--- src/rtl/core/mbp_pkg.sv ---
package mbp_pkg;

    // Fixed geometry of the packed output
    localparam int WORD_BITS   = 32;
    localparam int BYTE_BITS   = 8;
    localparam int WORD_BYTES  = WORD_BITS / BYTE_BITS;
    localparam int FILL_W      = $clog2(WORD_BITS);
    localparam int SHIFT_W     = FILL_W + 1;
    localparam int LEN_W       = 11;
    localparam int COUNT_W     = 3;
    localparam int CMD_W       = 2;
    localparam int QUEUE_DEPTH = 2;
    localparam int QPTR_W      = $clog2(QUEUE_DEPTH);
    localparam int QCNT_W      = $clog2(QUEUE_DEPTH + 1);

    // Input command codes
    typedef enum logic [CMD_W-1:0] {
        CMD_WRITE = 2'd0,
        CMD_ZERO  = 2'd1,
        CMD_PAD   = 2'd2,
        CMD_FLUSH = 2'd3
    } t_cmd;

    // Classified operation handed from front to back
    typedef enum logic [2:0] {
        OP_APPEND,
        OP_ZERO,
        OP_PAD,
        OP_FLUSH,
        OP_ERROR
    } t_op_kind;

    typedef struct packed {
        t_op_kind               kind;
        logic [WORD_BITS-1:0]   bits;   // write bits, left-aligned
        logic [LEN_W-1:0]       len;
    } t_op;

    // Queue handshake between front and back
    typedef struct packed {
        logic push;
        t_op  op;
    } t_q_push;

    typedef struct packed {
        logic valid;
        t_op  op;
    } t_q_head;

endpackage

--- src/rtl/core/mbp_front.sv ---
module mbp_front
    import mbp_pkg::*;
(
    input  logic                 i_valid,
    input  logic [CMD_W-1:0]     i_command,
    input  logic [WORD_BITS-1:0] i_value,
    input  logic [LEN_W-1:0]     i_length,
    input  logic                 i_q_full,
    output logic                 o_stall,
    output t_q_push              o_q_push
);

    logic [SHIFT_W-1:0] align_amt;
    t_op                op;

    // Left-align the write bits; bits above the length fall off the top
    assign align_amt = SHIFT_W'(WORD_BITS) - i_length[SHIFT_W-1:0];

    // Classify the incoming word
    always_comb begin
        op.kind = OP_FLUSH;
        op.bits = '0;
        op.len  = i_length;
        unique case (t_cmd'(i_command))
            CMD_WRITE: begin
                if (i_length > LEN_W'(WORD_BITS)) begin
                    op.kind = OP_ERROR;
                end else begin
                    op.kind = OP_APPEND;
                    op.bits = i_value << align_amt;
                end
            end
            CMD_ZERO:  op.kind = OP_ZERO;
            CMD_PAD:   op.kind = OP_PAD;
            default:   op.kind = OP_FLUSH;
        endcase
    end

    assign o_stall       = i_q_full;
    assign o_q_push.push = i_valid && !i_q_full;
    assign o_q_push.op   = op;

endmodule

--- src/rtl/core/mbp_queue.sv ---
module mbp_queue
    import mbp_pkg::*;
(
    input  logic    i_clk,
    input  logic    i_rst_n,
    input  t_q_push i_push,
    input  logic    i_pop,
    output logic    o_full,
    output t_q_head o_head
);

    t_op               r_slot [QUEUE_DEPTH];
    logic [QPTR_W-1:0] r_wr_ptr, r_rd_ptr;
    logic [QCNT_W-1:0] r_count;
    logic              do_push, do_pop;

    assign o_full       = (r_count == QCNT_W'(QUEUE_DEPTH));
    assign o_head.valid = (r_count != '0);
    assign o_head.op    = r_slot[r_rd_ptr];
    assign do_push      = i_push.push && !o_full;
    assign do_pop       = i_pop && o_head.valid;

    // Store the pushed operation
    always_ff @(posedge i_clk) begin
        if (do_push) begin
            r_slot[r_wr_ptr] <= i_push.op;
        end
    end

    // Advance pointers and occupancy
    always_ff @(posedge i_clk) begin
        if (!i_rst_n) begin
            r_wr_ptr <= '0;
            r_rd_ptr <= '0;
            r_count  <= '0;
        end else begin
            if (do_push) begin
                r_wr_ptr <= r_wr_ptr + 1'b1;
            end
            if (do_pop) begin
                r_rd_ptr <= r_rd_ptr + 1'b1;
            end
            if (do_push && !do_pop) begin
                r_count <= r_count + 1'b1;
            end else if (do_pop && !do_push) begin
                r_count <= r_count - 1'b1;
            end
        end
    end

endmodule

--- src/rtl/core/mbp_back.sv ---
module mbp_back
    import mbp_pkg::*;
(
    input  logic                 i_clk,
    input  logic                 i_rst_n,
    input  t_q_head              i_head,
    output logic                 o_pop,
    input  logic                 i_stall,
    output logic                 o_valid,
    output logic [WORD_BITS-1:0] o_word,
    output logic [COUNT_W-1:0]   o_byte_count,
    output logic                 o_length_error,
    output logic                 o_last
);

    logic [WORD_BITS-1:0]   r_pw, n_pw;
    logic [FILL_W-1:0]      r_fill, n_fill;
    logic [LEN_W-1:0]       r_remain;
    logic                   r_started;
    logic                   r_out_valid;
    logic [WORD_BITS-1:0]   r_out_word;
    logic [COUNT_W-1:0]     r_out_count;
    logic                   r_out_err;
    logic                   r_out_last;

    logic                   out_free, step;
    logic [LEN_W-1:0]       eff_len, new_rem;
    logic [SHIFT_W-1:0]     step_len, tot;
    logic [WORD_BITS-1:0]   step_bits;
    logic [2*WORD_BITS-1:0] cat;
    logic [1:0]             nbytes;
    logic [SHIFT_W-1:0]     flush_sh;
    logic                   emit;
    logic [WORD_BITS-1:0]   emit_word;
    logic [COUNT_W-1:0]     emit_count;
    logic                   emit_err;
    logic                   emit_last;

    assign out_free = !r_out_valid || !i_stall;
    assign step     = i_head.valid && out_free;
    assign eff_len  = r_started ? r_remain : i_head.op.len;
    assign nbytes   = r_fill[FILL_W-1:3];
    assign flush_sh = {1'b0, nbytes, 3'b000};

    // Pick the chunk this step appends
    always_comb begin
        step_len  = '0;
        step_bits = '0;
        new_rem   = '0;
        case (i_head.op.kind)
            OP_APPEND: begin
                step_len  = i_head.op.len[SHIFT_W-1:0];
                step_bits = i_head.op.bits;
            end
            OP_ZERO: begin
                if (eff_len > LEN_W'(WORD_BITS)) begin
                    step_len = SHIFT_W'(WORD_BITS);
                end else begin
                    step_len = eff_len[SHIFT_W-1:0];
                end
                new_rem = eff_len - LEN_W'(step_len);
            end
            OP_PAD: begin
                if (r_fill[2:0] != 3'd0) begin
                    step_len = SHIFT_W'(BYTE_BITS) - SHIFT_W'(r_fill[2:0]);
                end
            end
            default: ;
        endcase
    end

    // Merge the chunk under the held bits
    assign cat = {r_pw, {WORD_BITS{1'b0}}}
               | ({step_bits, {WORD_BITS{1'b0}}} >> r_fill);
    assign tot = SHIFT_W'(r_fill) + step_len;

    // Work out the next state and the result of this step
    always_comb begin
        n_pw       = r_pw;
        n_fill     = r_fill;
        emit       = 1'b0;
        emit_word  = cat[2*WORD_BITS-1:WORD_BITS];
        emit_count = COUNT_W'(WORD_BYTES);
        emit_err   = 1'b0;
        case (i_head.op.kind)
            OP_FLUSH: begin
                emit       = (nbytes != 2'd0);
                emit_word  = r_pw & ~({WORD_BITS{1'b1}} >> flush_sh);
                emit_count = COUNT_W'(nbytes);
                n_pw       = r_pw << flush_sh;
                n_fill     = FILL_W'(r_fill[2:0]);
            end
            OP_ERROR: begin
                emit       = 1'b1;
                emit_word  = '0;
                emit_count = '0;
                emit_err   = 1'b1;
            end
            default: begin
                n_fill = tot[FILL_W-1:0];
                if (tot[SHIFT_W-1]) begin
                    emit = 1'b1;
                    n_pw = cat[WORD_BITS-1:0];
                end else begin
                    n_pw = cat[2*WORD_BITS-1:WORD_BITS];
                end
            end
        endcase
        // No later step of this operation will complete a word
        emit_last = ((LEN_W + 1)'(n_fill) + (LEN_W + 1)'(new_rem))
                  < (LEN_W + 1)'(WORD_BITS);
    end

    assign o_pop = step && (new_rem == '0);

    // Advance packer state
    always_ff @(posedge i_clk) begin
        if (!i_rst_n) begin
            r_pw      <= '0;
            r_fill    <= '0;
            r_started <= 1'b0;
        end else if (step) begin
            r_pw      <= n_pw;
            r_fill    <= n_fill;
            r_started <= (new_rem != '0);
        end
    end

    always_ff @(posedge i_clk) begin
        if (step) begin
            r_remain <= new_rem;
        end
    end

    // Hold the result until it is taken
    always_ff @(posedge i_clk) begin
        if (!i_rst_n) begin
            r_out_valid <= 1'b0;
        end else if (out_free) begin
            r_out_valid <= step && emit;
        end
    end

    always_ff @(posedge i_clk) begin
        if (step && emit) begin
            r_out_word  <= emit_word;
            r_out_count <= emit_count;
            r_out_err   <= emit_err;
            r_out_last  <= emit_last;
        end
    end

    assign o_valid        = r_out_valid;
    assign o_word         = r_out_word;
    assign o_byte_count   = r_out_count;
    assign o_length_error = r_out_err;
    assign o_last         = r_out_last;

endmodule

--- src/rtl/core/msb_first_bit_packer_core.sv ---
// MSB-first bit packer. Each input word carries a command: write the low
// 0..32 bits of i_value, append a run of up to 2047 zero bits, pad with zeros
// to the next byte boundary, or flush the whole bytes held so far. Every
// 32-bit output word that fills up is sent at once with byte count 4; a flush
// sends one word with 1 to 3 leading bytes (none if no whole byte is held)
// and keeps the leftover bits. A write longer than 32 bits returns one word
// with o_length_error set and leaves the state alone. o_last marks the final
// output word of each input. Timing: the front decodes and aligns one input
// per cycle into a two-entry queue while it has room; the back packer retires
// one queue entry per cycle while the output is free, except a zero run, which
// it appends in chunks of up to 32 bits. Results pass through a queue slot and
// then a single output register, and o_stall rises when the queue is full.
module msb_first_bit_packer_core
    import mbp_pkg::*;
(
    input  logic                 i_clk,
    input  logic                 i_rst_n,
    input  logic                 i_valid,
    output logic                 o_stall,
    input  logic [CMD_W-1:0]     i_command,
    input  logic [WORD_BITS-1:0] i_value,
    input  logic [LEN_W-1:0]     i_length,
    output logic                 o_valid,
    input  logic                 i_stall,
    output logic [WORD_BITS-1:0] o_word,
    output logic [COUNT_W-1:0]   o_byte_count,
    output logic                 o_length_error,
    output logic                 o_last
);

    t_q_push q_push;
    t_q_head q_head;
    logic    q_full;
    logic    q_pop;

    mbp_front u_front (
        .i_valid   (i_valid),
        .i_command (i_command),
        .i_value   (i_value),
        .i_length  (i_length),
        .i_q_full  (q_full),
        .o_stall   (o_stall),
        .o_q_push  (q_push)
    );

    mbp_queue u_queue (
        .i_clk   (i_clk),
        .i_rst_n (i_rst_n),
        .i_push  (q_push),
        .i_pop   (q_pop),
        .o_full  (q_full),
        .o_head  (q_head)
    );

    mbp_back u_back (
        .i_clk          (i_clk),
        .i_rst_n        (i_rst_n),
        .i_head         (q_head),
        .o_pop          (q_pop),
        .i_stall        (i_stall),
        .o_valid        (o_valid),
        .o_word         (o_word),
        .o_byte_count   (o_byte_count),
        .o_length_error (o_length_error),
        .o_last         (o_last)
    );

endmodule
--- config.mk ---
export PLATFORM = sky130hd
export DESIGN_NAME = msb_first_bit_packer_core
export DESIGN_NICKNAME = d
export VERILOG_FILES = /design/src/rtl/core/mbp_pkg.sv /design/src/rtl/core/mbp_front.sv /design/src/rtl/core/mbp_queue.sv /design/src/rtl/core/mbp_back.sv /design/src/rtl/core/msb_first_bit_packer_core.sv
export SDC_FILE = /design/constraint.sdc
export NUM_CORES = 1
export LEC_CHECK = 0
export ABC_AREA = 1
export BUFFER_PORTS_ARGS = -buffer_cell sky130_fd_sc_hd__buf_2
export CORE_MARGIN = 3
export CORE_UTILIZATION = 55
export CTS_BUF_LIST = sky130_fd_sc_hd__clkbuf_8
export DETAILED_ROUTE_END_ITERATION = 10
export HOLD_SLACK_MARGIN = 0.06
export MAX_ROUTING_LAYER = met4
export PLACE_DENSITY = 0.85
export SYNTH_ARGS = -nofsm -noshare
export SYNTH_HDL_FRONTEND = slang
export SYNTH_SLANG_ARGS = --single-unit
--- constraint.sdc ---
create_clock -name i_clk -period 4.4 [get_ports i_clk]
set_input_delay 1.32 -clock i_clk [delete_from_list [all_inputs] [get_ports i_clk]]
set_output_delay 1.32 -clock i_clk [all_outputs]
set_load 0.02 [all_outputs]
-- Word level (Yosys, flattened, before mapping)
Memory sizes are Yosys's and may differ from the RTL's. A register that Yosys moved wholly into a read port is not among the register bits.
Index checks and enable logic that the tools add are counted.
- shifts and indexed selects: 4
- bitwise gates (word level): 4
- order comparisons: 3
- multiplexer cells: 25
- reductions and logical operators: 23
- equal/unequal tests: 7
- $add $sub $neg: 9
- operator list (kind ; number):
    two-way mux 32 bit ; 4
    one-hot mux 32 bit (2 select lines) ; 2
    OR 64 bit ; 1
    right shift 64 x 5 -> 64 bit ; 1
    AND 32 bit ; 1
    inverter 32 bit ; 1
    << shifter 32 x 5 -> 32 bit ; 1
    << shifter 32 x 6 -> 32 bit ; 1
    right shift 32 x 5 -> 32 bit, first input constant ; 1
    greater-than comparator 11 x 6 -> 1 bit, second input constant ; 2
    two-way mux 11 bit ; 2
    two-way mux 6 bit ; 3
    one-hot mux 6 bit (3 select lines) ; 1
    adder 5 x 11 -> 12 bit ; 1
    less-than comparator 12 x 6 -> 1 bit, second input constant ; 1
    zero test 11 bit ; 1
    nonzero test 11 bit ; 1
    subtractor 11 x 6 -> 11 bit ; 1
    one-hot mux 5 bit (2 select lines) ; 1
    one-hot mux 3 bit (3 select lines) ; 1
    logical AND 1 bit ; 8
    adder 5 x 6 -> 6 bit ; 1
    == test 3 x 2 -> 1 bit, second input constant ; 2
    two-way mux 1 bit ; 6
    21 further kinds ; 30
- bits in writable memories: 92
- output and inout port bits: 39
- bits of input ports: 49
- memories: 1
- register bits after elaboration: 91
- logic and storage cells: 88
- memories (memory ; words ; width ; rd ports ; clocked after Yosys merged registers in ; wr ports ; RTL line ; text):
    u_queue.r_slot ; 2 ; 46 ; 1 ; 1 ; 1 ; mbp_queue.sv:12 ; t_op r_slot [QUEUE_DEPTH];

-- Longest topological paths before layout
Gate-level depths: netlist of the first run.
- depth after elaboration: 12
- mapped depth: 27
- mapped depth without buffers: 27

-- Cells and area by module
A second synthesis of the first run with hierarchy kept.
- cell total of the unflattened synthesis: 1862
- area, all modules: 13309.0 um2
- modules (own cells, without submodules) (module ; cells each ; area each (um2) ; sequential area each (um2) ; times used):
    mbp_back ; 1233 ; 7488.4 ; 2222.1 ; 1
    mbp_queue ; 180 ; 3767.4 ; 2862.7 ; 1
    mbp_front ; 449 ; 2053.2 ; 0.0 ; 1

-- Worst setup path after synthesis of the first run
No wires, ideal clock.
- path kind: register -> register
- from: register u_back.r_fill[1]
- to: register u_back.r_out_count[0] (netlist: u_back.o_byte_count[0]), enable pin
- cell stages (with the launch flop): 19
- setup slack: 0.254 ns
- library setup time: 0.392 ns
- required time: 4.008 ns
- arrival: 3.755 ns
- path through: dfxtp_1 > clkbuf_1 > clkinv_1 > clkbuf_1 > ha_1 > ha_1 > a21oi_1 > o21ai_0 > ha_1 > nand2_1 > nand2_1 > a31oi_1 > nor2_1 > nor2_1 > o21bai_1 > xnor2_4 > inv_4 > o21ai_0 > inv_1
- cells in the longest elaborated chain, start to end: 7
- elaborated cells on any way between the ends: 8
- those cells by class: 2 x add/sub; 4 x mux; 2 x reduce/logical
- RTL lines (what ; RTL line ; text):
    start, declared ; mbp_back.sv:17 ; logic [FILL_W-1:0] r_fill, n_fill;
    start signal, assigned ; mbp_back.sv:124 ; r_fill <= n_fill;
    subtractor 4 x 3 -> 5 bit / nonzero test 3 bit (equally long branches) ; mbp_back.sv:65, mbp_back.sv:64 ;
    two-way mux 6 bit ; mbp_back.sv:64 ; if (r_fill[2:0] != 3'd0) begin
    one-hot mux 6 bit (3 select lines) ; mbp_back.sv:50 ; case (i_head.op.kind)
    adder 5 x 6 -> 6 bit * ; mbp_back.sv:75 ; assign tot = SHIFT_W'(r_fill) + step_len;
    two-way mux 1 bit * ; mbp_back.sv:101 ; if (tot[SHIFT_W-1]) begin
    one-hot mux 1 bit (2 select lines) * ; mbp_back.sv:85 ; case (i_head.op.kind)
    logical AND 1 bit * ; mbp_back.sv:145 ; if (step && emit) begin
    end signal, assigned ; mbp_back.sv:147 ; r_out_count <= emit_count;
    end, declared ; mbp_back.sv:22 ; logic [COUNT_W-1:0] r_out_count;
Mark *: on every way between the ends. The rest lies on a longest branch, timed or not.
A chain may end at the register's enable or synchronous reset.

-- Worst setup path after layout of the first run
- from: register u_back.r_started
- to: register u_back.r_pw[25]
- cells in the longest elaborated chain, start to end: 8
- RTL lines (what ; RTL line ; text):
    start, declared ; mbp_back.sv:19 ; logic r_started;
    start signal, assigned ; mbp_back.sv:125 ; r_started <= (new_rem != '0);
    two-way mux 11 bit * ; mbp_back.sv:41 ; assign eff_len = r_started ? r_remain : i_head.op.len;
    greater-than comparator 11 x 6 -> 1 bit ; mbp_back.sv:56 ; if (eff_len > LEN_W'(WORD_BITS)) begin
    two-way mux 6 bit * ; mbp_back.sv:56 ;
    two-way mux 6 bit * ; mbp_back.sv:50 ;
    one-hot mux 6 bit (3 select lines) * ; mbp_back.sv:50 ;
    adder 5 x 6 -> 6 bit * ; mbp_back.sv:75 ;
    two-way mux 32 bit * ; mbp_back.sv:101 ;
    one-hot mux 32 bit (2 select lines) * ; mbp_back.sv:85 ;
    end signal, assigned ; mbp_back.sv:123 ; r_pw <= n_pw;
    end, declared ; mbp_back.sv:16 ; logic [WORD_BITS-1:0] r_pw, n_pw;
Mark *: on every way between the ends. The rest lies on a longest branch, timed or not. The select of a mux whose other input is x is not followed.

==> qor.txt, run 1 <==
post-cts gate resize count: 0
antenna violations before repair: 1
Clk pwr share: 0.120
first-pass detailed-route iteration total: 6
Layout Nets: 1,914
vias in the first global route: 11,300
first-iteration detailed-routing DRC count: 1,461
CTS Buffer Depth: 2
synthesized area: 0.0126 mm²
die width: 158 µm
DRC errors left: 0
Starting Density: 0.570
vias per cell: 5.84
largest net degree at the start of global routing: 72
Worst Tran Pin Value: 1220 ps
sequential-to-total area share from yosys stat: 0.403
Layout area overhead: 7.78%
die area: 0.0248 mm²
Detailed Place HPWL: 25,900 µm
CP Data Required Time: 4840 ps
logic gate share of total power: 0.594
antenna viol nets, final: 0
Tot GR Track Use: 0.295
VDD IR max: 0.367 mV
Avg Inst Size Synth: 6.92 µm²
post-CTS setup buffers: 0
RSZ-0062 raised after global routing: false
Setup crit end kind: flop
Pint: 4540 µW
Port Buffers: 87
Setup Skew: 37.1 ps
DR WL/cell: 16.2 µm
H-tree levels: 4
Lkg Pwr: 0.00596 µW
status: complete, no violations
min Tclk post-route: 3960 ps
Post-synth ARST share: 0
synthesized flop and latch total: 184
CP Launch Type: flop
post-layout util: 0.614
Post-synth EDFFs: 140
final setup TNS: 0 ps
Gate Count Post-Synth: 1,824
TritonCTS clock tree: built
Yosys warnings: 0
fmax: 253 MHz
PwrDens: 691 mW/mm²
maxcap violations: 0
Unique masters post-synth: 52
Clk pin slew, worst setup/hold paths: 110 ps
max-slew violations: 0
WS Path Type: reg -> reg
Core Area: 0.0222 mm²
Cell Count, Final, Fillers Out: 2,144
Post-CTS Hold Fix Bufs: 0
Synthesized Nets: 1,888
CTS sink count: 184
Top FF cell, synth: edfxtp_1
DRT Wirelength: 34,800 µm
die height: 158 µm
hold_ws: 516 ps
crit-path max FO: 24
placer congestion estimate: 1.04
relative slew slack: 0.180
WP data arrival: 4400 ps
Hold Path Class: reg -> reg
Switching Share: 0.517
final setup fails: 0
CTS Buf Count: 17
Clock Latency Late Sink: 490 ps
IO Count: 88
standard-cell rows: 54
sequential power share: 0.286
placed cells: 2,111
Final period util: 0.900
first-pass GRT wire length: 56,900 µm
total number of vias: 12,500
GRT Residual Overflow: 0
Clock Tree Root: clkbuf_8
Design Power: 9410 µW
Fin. Hold Viols: 0
share of cells above drive strength 1: 0.104
NetSw: 4860 µW
## synthesized netlist by cell type, types with 8 or more instances
cell	count	area, µm²
nand2_1	600	2250
nand3_1	260	1300
o21ai_0	148	741
edfxtp_1	140	4200
inv_1	132	495
nor2_1	123	462
a21oi_1	76	380
clkbuf_1	71	267
o211ai_1	47	353
dfxtp_1	44	881
buf_1	25	93.8
ha_1	14	175
buf_2	12	60.1
nand4_1	11	68.8
or2_2	9	56.3
a31oi_1	8	50.1
mux2i_1	8	80.1
nand2_2	8	50.1
o22ai_1	8	50.1
## final timing paths
kind | from | end | slack, ps | cells after the start
setup / recovery | u_back.r_started$_SDFFE_PN0P_ | u_back.r_pw[25]$_SDFFE_PN0P_ | 440 | 22
hold / removal | u_back.r_pw[0]$_SDFFE_PN0P_ | u_back.r_pw[0]$_SDFFE_PN0P_ | 520 | 2
setup reg to reg | u_back.r_started$_SDFFE_PN0P_ | u_back.r_pw[25]$_SDFFE_PN0P_ | 440 | 22
hold reg to reg | u_back.r_pw[0]$_SDFFE_PN0P_ | u_back.r_pw[0]$_SDFFE_PN0P_ | 520 | 2
## worst max-delay path, cell delays in order, from the launching register on
cell and delay (ps):
dfxtp_1 380, inv_2 150, or2_2 300, nand2_1 160
nand2_1 130, nor2_1 120, nand3_1 110, nand2_1 120
nand2_1 90, o221ai_1 280, ha_1 300, a31oi_1 260
nor2_1 60, nor2_1 90, o21bai_1 140, xnor2_4 260
inv_4 40, buf_4 220, nor2_8 350, a21oi_1 140
nand3_1 110, nand2_1 50, inv_1 40
## layout make-up
cell class | instances | area [µm²]
Sequential cell | 184 | 5090
Clock buffer | 17 | 234
Clock inverter | 15 | 156
Tap cell | 280 | 350
Inverter | 147 | 554
Fill cell | 2057 | 8550
Antenna cell | 1 | 2.50
Multi-Input combinational cell | 1379 | 6530
Timing Repair Buffer | 121 | 691
## metrics by stage
step	instance area, µm²	setup slack (ps)
floorplan	12600	254
global placement	13200	462
detailed placement	13200	446
CTS	13600	501
global route	13600	75.4
finish	13600	442
## power groups by stage
stage	combinational, µW	sequential (µW)	clock [µW]
global placement	5310	2710	0
detailed placement	5420	2720	0
global route	6260	2730	1210
floorplan	3920	2830	0
finish	5590	2690	1130
CTS	5450	2690	1140
## cell families after synthesis
family,synth area share
AO/OA/AOI/OAI,0.143
XOR/XNOR,0.00426
adder cells (fa/ha/maj),0.0155
buffers and inverters,0.0817
flip-flops,0.403
multiplexers,0.00634
other,0.000297
AND/OR/NAND/NOR,0.346
## metal layers
layer / wire, µm / vias to the layer above / GRT usage
met3: 3450 / 54 / 0.0608
li1: - / 6192 / -
met2: 15900 / 609 / 0.453
met5: 0 / - / -
met4: 648 / 0 / 0.0785
met1: 14800 / 5660 / 0.400
## placed cells by master (no fill, tap or decap), types with 3 or more instances in the layout
master / synthesis / routed
a21oi_1: 76 / 76
a22oi_1: 3 / 3
a311oi_1: 5 / 5
a31oi_1: 8 / 8
buf_2: 12 / 87
buf_4: 3 / 34
clkbuf_8: 0 / 17
clkinv_1: 7 / 8
clkinv_4: 0 / 3
clkinv_8: 0 / 3
dfxtp_1: 44 / 42
edfxtp_1: 140 / 140
ha_1: 14 / 14
inv_1: 132 / 131
inv_2: 7 / 7
inv_8: 0 / 4
mux2i_1: 8 / 8
nand2_1: 600 / 600
nand2_2: 8 / 8
nand3_1: 260 / 260
nand4_1: 11 / 11
nor2_1: 123 / 121
nor2_2: 3 / 3
nor3_1: 6 / 6
o211ai_1: 47 / 47
o21ai_0: 148 / 148
o21ai_1: 5 / 5
o21bai_1: 3 / 3
o221ai_1: 4 / 4
o22ai_1: 8 / 8
or2_1: 3 / 3
or2_2: 9 / 9
## registers in the layout, summed over array words and instances (netlist names), named ones only
| name | count |
|---|---|
| u_back.o_valid | 1 |
| u_queue.r_wr_ptr | 1 |
| u_back.r_fill | 5 |
| u_queue.r_slot | 92 |
| u_back.o_last | 1 |
| u_back.o_word | 32 |
| u_queue.r_count | 2 |
| u_back.r_remain | 11 |
| u_queue.r_rd_ptr | 1 |
| u_back.r_started | 1 |
| u_back.o_length_error | 1 |
| u_back.o_byte_count | 3 |
| u_back.r_pw | 32 |
Power figures use the tool's default switching activity.
==> run 2, diff against run 1 <==
- REMOVE_ABC_BUFFERS: unset -> 1
==> run 2 against run 1 <==
Against the previous run: final cell count increased by 0.23%; worst hold slack got worse by 17 ps; cell area grew 0.58%; maximum frequency fell by 0.94%; sequential power about the same; clock-buffer cell count is the same; worst setup slack lost 38 ps; sequential share of layout area decreased by 0.22 points; critical path depth is 1 higher; wire length shrank 0.81%; clock skew decreased by 12 ps; core utilization increased by 0.36 points; critical path type unchanged.
==> qor.txt, run 2 (synthesized netlist as in run 1, its figures left out) <==
Lkg Pwr: 0.00599 µW
antenna viol nets, final: 0
Post-CTS Hold Fix Bufs: 0
post-layout util: 0.618
Tot GR Track Use: 0.289
min Tclk post-route: 4000 ps
DR WL/cell: 16.1 µm
Detailed Place HPWL: 25,100 µm
placed instance area: 0.0132 mm²
Most common cell on crit path: nand2_1
Port Buffers: 87
Clk pin slew, worst setup/hold paths: 110 ps
IO Count: 88
die height: 158 µm
final setup fails: 0
Layout Nets: 1,920
GRT Residual Overflow: 0
PwrDens: 687 mW/mm²
CP peak stage delay: 380 ps
Biggest register: u_queue.r_slot
WS Path Type: reg -> reg
Starting Density: 0.570
DRT Wirelength: 34,600 µm
CTS Buf Count: 17
vias in the first global route: 11,000
first-pass GRT wire length: 56,200 µm
H-tree levels: 4
CP Data Required Time: 4800 ps
Fill cells: 2,043
relative slew slack: 0.335
Worst Tran Pin Value: 996 ps
status: complete, no violations
vias per cell: 5.76
number of buffers and inverters on the critical path: 4
WP data arrival: 4400 ps
Top Family by Delay on Critical Path: simple AND/OR/NAND/NOR gates
Layout area overhead: 8.40%
VDD IR max: 0.256 mV
most common cell after layout, fill and taps aside: nand2_1
maxcap violations: 0
Setup crit end kind: flop
Core Area: 0.0222 mm²
total number of vias: 12,400
CTS sink count: 184
first-pass detailed-route iteration total: 6
share of cells above drive strength 1: 0.108
Final Cell Area: 0.0137 mm²
die width: 158 µm
CP Launch Type: flop
crit-path max FO: 22
met2 wire length: 15,600 µm
Setup Skew: 25.0 ps
first-iteration detailed-routing DRC count: 1,290
max-slew violations: 0
Fin. Hold Viols: 0
placer congestion estimate: 0.978
die area: 0.0248 mm²
standard-cell rows: 54
Hold Path Class: reg -> reg
Clock Tree Root: clkbuf_8
fmax: 250 MHz
WL met1: 15,200 µm
metal3 WL: 2620 µm
CP cell instances: inv_2 -> or2_2 -> nand2_1 -> nand2_2 -> nor2_1 -> nand3_1 -> nand2_1 -> nand2_1 -> o21ai_1 -> ha_1 -> nand2_1 -> nand2_1 -> a31oi_1 -> nor2_1 -> nor2_1 -> o21bai_1 -> xnor2_4 -> inv_4 -> buf_4 -> nor3_4 -> buf_12 -> nand2_1 -> a21oi_1
Crit-path slowest cell: dfxtp_1
Final period util: 0.908
largest net degree at the start of global routing: 72
Largest register FFs: 92
max layer used: met4
Inserted Diodes: 0
DRC errors left: 0
most frequent cells in the layout: nand2_1 (600), nand3_1 (260), o21ai_0 (146)
CTS Buffer Depth: 2
RSZ-0062 raised after global routing: true
Clock Latency Late Sink: 480 ps
antenna violations before repair: 0
TritonCTS clock tree: built
[run 2: cell count changes in the layout (fill, tap and decap cells not counted), sizes merged]
cell,before,now
diode,1,0
inv,146,145
clkinvlp,1,2
buf,121,126
nor2,127,128
[run 2: per-stage QoR]
step	worst slack, ps	total power (µW)	hold WS [ps]	setup TNS [ps]	cells
after floorplan	-1010	6520	459	-79070	1710
after detailed placement	275	8110	496	0	2114
final	404	9400	500	0	2149
after global placement	390	8050	472	0	2114
after CTS	243	9220	511	0	2146
after global routing	-23.4	10200	538	-23.4	2149
[run 2: path summary, 6_finish.rpt]
| check | startpoint | to | slack, ps | cells past startpoint |
|---|---|---|---|---|
| worst max-delay path | u_back.r_started$_SDFFE_PN0P_ | u_back.r_pw[0]$_SDFFE_PN0P_ | 400 | 23 |
| worst min-delay path | u_back.o_valid$_SDFFE_PN0N_ | u_back.o_valid$_SDFFE_PN0N_ | 500 | 2 |
| worst max register to register | u_back.r_started$_SDFFE_PN0P_ | u_back.r_pw[0]$_SDFFE_PN0P_ | 400 | 23 |
| worst min register to register | u_back.o_valid$_SDFFE_PN0N_ | u_back.o_valid$_SDFFE_PN0N_ | 500 | 2 |
[run 2: routing by layer]
metal | vias to the layer above | global-route usage
met5 | - | -
met3 | 64 | 0.0335
met4 | 0 | 0.0992
li1 | 6187 | -
met2 | 552 | 0.446
met1 | 5571 | 0.398
[run 2: what timing repair did]
action                                  CTS  global route
setup buffers                             0             2
gates resized for setup                   0             9
endpoints found under the setup margin    0            65
[run 2: area by class of cell]
cell class | count | area [µm²] | area share
clock buffer | 17 | 234 | 0.0171
clock inverter | 15 | 140 | 0.0102
inverter | 147 | 554 | 0.0405
multi-input combinational | 1380 | 6560 | 0.479
sequential | 184 | 5090 | 0.372
tap | 280 | 350 | 0.0256
timing repair buffer | 126 | 764 | 0.0559
[run 2: worst reg2reg max path: cells and delay by family (launching register included)]
family	cells	cell delay (ps)
buffers and inverters	4	600
AND/OR/NAND/NOR	13	1600
AO/OA/AOI/OAI	4	730
adder cells (fa/ha/maj)	1	300
flip-flops	1	380
XOR/XNOR	1	320
[run 2: power by group]
part | total, µW | internal (µW) | switching [µW]
sequential | 2670 | 2500 | 174
combinational | 5640 | 1710 | 3930
clock | 1100 | 414 | 684
==> run 3, diff against run 2 <==
- CORE_ASPECT_RATIO: unset -> 1.25
==> run 3 against run 2 <==
Against the previous run: worst setup slack lost 68 ps; via count up 0.73%; clock skew down 4.7 ps; core utilization decreased by 0.98 points; largest cell class unchanged; highest routed layer unchanged.
==> qor.txt, run 3 (synthesized netlist as in run 1, its figures left out) <==
status: complete, no violations
standard-cell rows: 61
DRC errors left: 0
total number of vias: 12,500
met2 Track Usage GR: 0.493
Final period util: 0.924
post-cts gate resize count: 0
Design Power: 9430 µW
post-CTS setup buffers: 0
Top Family by Delay on Critical Path: simple AND/OR/NAND/NOR gates
VDD IR max: 0.391 mV
CTS Buf Count: 17
met3 Track Usage GR: 0.0308
final setup fails: 0
share of cells above drive strength 1: 0.104
CP peak stage delay: 420 ps
first-pass detailed-route iteration total: 6
Lkg Pwr: 0.00598 µW
Clock Tree Root: clkbuf_8
die height: 175 µm
PwrDens: 691 mW/mm²
Detailed Place HPWL: 26,000 µm
relative slew slack: 0.275
DR WL/cell: 16.5 µm
Starting Density: 0.563
min Tclk post-route: 4060 ps
Clock Latency Late Sink: 470 ps
RSZ-0062 raised after global routing: false
WS Path Type: reg -> reg
die width: 142 µm
Port Buffers: 87
placer congestion estimate: 0.972
CP Launch Type: flop
Layout Nets: 1,916
layer with the highest usage: met2
Fin. Hold Viols: 0
Clk pin slew, worst setup/hold paths: 100 ps
Hold Path Class: reg -> reg
Biggest register: u_queue.r_slot
CP cell instances: inv_2 -> or2_2 -> nand2_1 -> nand2_2 -> nor2_1 -> nand3_1 -> nand2_1 -> nand2_1 -> o221ai_1 -> ha_1 -> a31oi_1 -> nor2_1 -> nor2_1 -> o21bai_1 -> xnor2_4 -> inv_4 -> o21ai_0 -> inv_1 -> buf_4
Inserted Diodes: 0
DP Worst Slack: 383 ps
GRT met1 Usage: 0.361
maxcap violations: 0
CTS Buffer Depth: 2
die area: 0.0248 mm²
IO Count: 88
GRT Residual Overflow: 0
most frequent cells in the layout: nand2_1 (600), nand3_1 (260), o21ai_0 (148)
first-iteration detailed-routing DRC count: 1,082
first-pass GRT wire length: 57,300 µm
Crit-path slowest cell: buf_4
placed cells: 2,116
CP Data Required Time: 4520 ps
Fill cells: 2,128
H-tree levels: 4
Core Area: 0.0224 mm²
TritonCTS clock tree: built
post-route setup slack: 337 ps
most common cell after layout, fill and taps aside: nand2_1
Tot GR Track Use: 0.292
fmax: 246 MHz
crit-path max FO: 33
final setup TNS: 0 ps
Largest register FFs: 92
Post-CTS Hold Fix Bufs: 0
Cell Count, Final, Fillers Out: 2,148
Worst Tran Pin Value: 1090 ps
DRT Wirelength: 35,400 µm
WP data arrival: 4180 ps
Setup Skew: 20.3 ps
CTS sink count: 184
Setup crit end kind: flop
Layout area overhead: 8.02%
vias in the first global route: 11,500
largest net degree at the start of global routing: 72
vias per cell: 5.80
antenna violations before repair: 0
number of buffers and inverters on the critical path: 4
antenna viol nets, final: 0
max-slew violations: 0
[run 3: changes by cell type in the layout (fill, tap and decap cells not counted), sizes merged]
cell / before / now
nor2: 128 / 127
buf: 126 / 123
bufinv: 0 / 2
clkinv: 15 / 11
inv: 145 / 147
[run 3: per-layer routing]
| layer | vias to the layer above | wire (µm) |
|---|---|---|
| met5 | - | 0 |
| met4 | 0 | 1330 |
| met3 | 95 | 2250 |
| met2 | 548 | 17100 |
| met1 | 5636 | 14700 |
| li1 | 6185 | - |
[run 3: worst register-to-register path, delay by kind of cell, from the launching register on]
family	cells	cell delay, ps
buf+inv	4	820
flops	1	380
xor+xnor	1	190
fa+ha+maj	1	300
simple gates	9	1210
compound gates	4	790
[run 3: layout make-up]
cell class                 count  area (µm²)  area share
clock buffer                  17         234      0.0172
inverter                     147         554      0.0406
tap                          283         354      0.0260
multi-input combinational   1379        6530       0.479
clock inverter                15         170      0.0125
sequential                   184        5090       0.373
timing repair buffer         123         706      0.0517
[run 3: power by group]
part	switching (µW)	internal, µW	leakage [µW]
logic	3940	1640	0.00407
clock network	666	519	0.000206
registers	173	2500	0.00170
total	4780	4650	0.00598
[run 3: final timing paths]
| check | from | to | slack, ps | depth (start not counted) |
|---|---|---|---|---|
| min | u_back.r_pw[0]$_SDFFE_PN0P_ | u_back.r_pw[0]$_SDFFE_PN0P_ | 490 | 2 |
| max | u_back.r_started$_SDFFE_PN0P_ | u_back.o_word[18]$_DFFE_PP_ | 340 | 19 |
| max reg2reg | u_back.r_started$_SDFFE_PN0P_ | u_back.o_word[18]$_DFFE_PP_ | 340 | 19 |
| min reg2reg | u_back.r_pw[0]$_SDFFE_PN0P_ | u_back.r_pw[0]$_SDFFE_PN0P_ | 490 | 2 |
[run 3: stage by stage]
step	utilization	hold slack (ps)	area, µm²
after global placement	0.590	471	13200
after floorplan	-	459	12100
after detailed placement	0.590	472	13200
after global routing	0.608	532	13600
final	0.608	490	13600
after CTS	0.608	490	13600
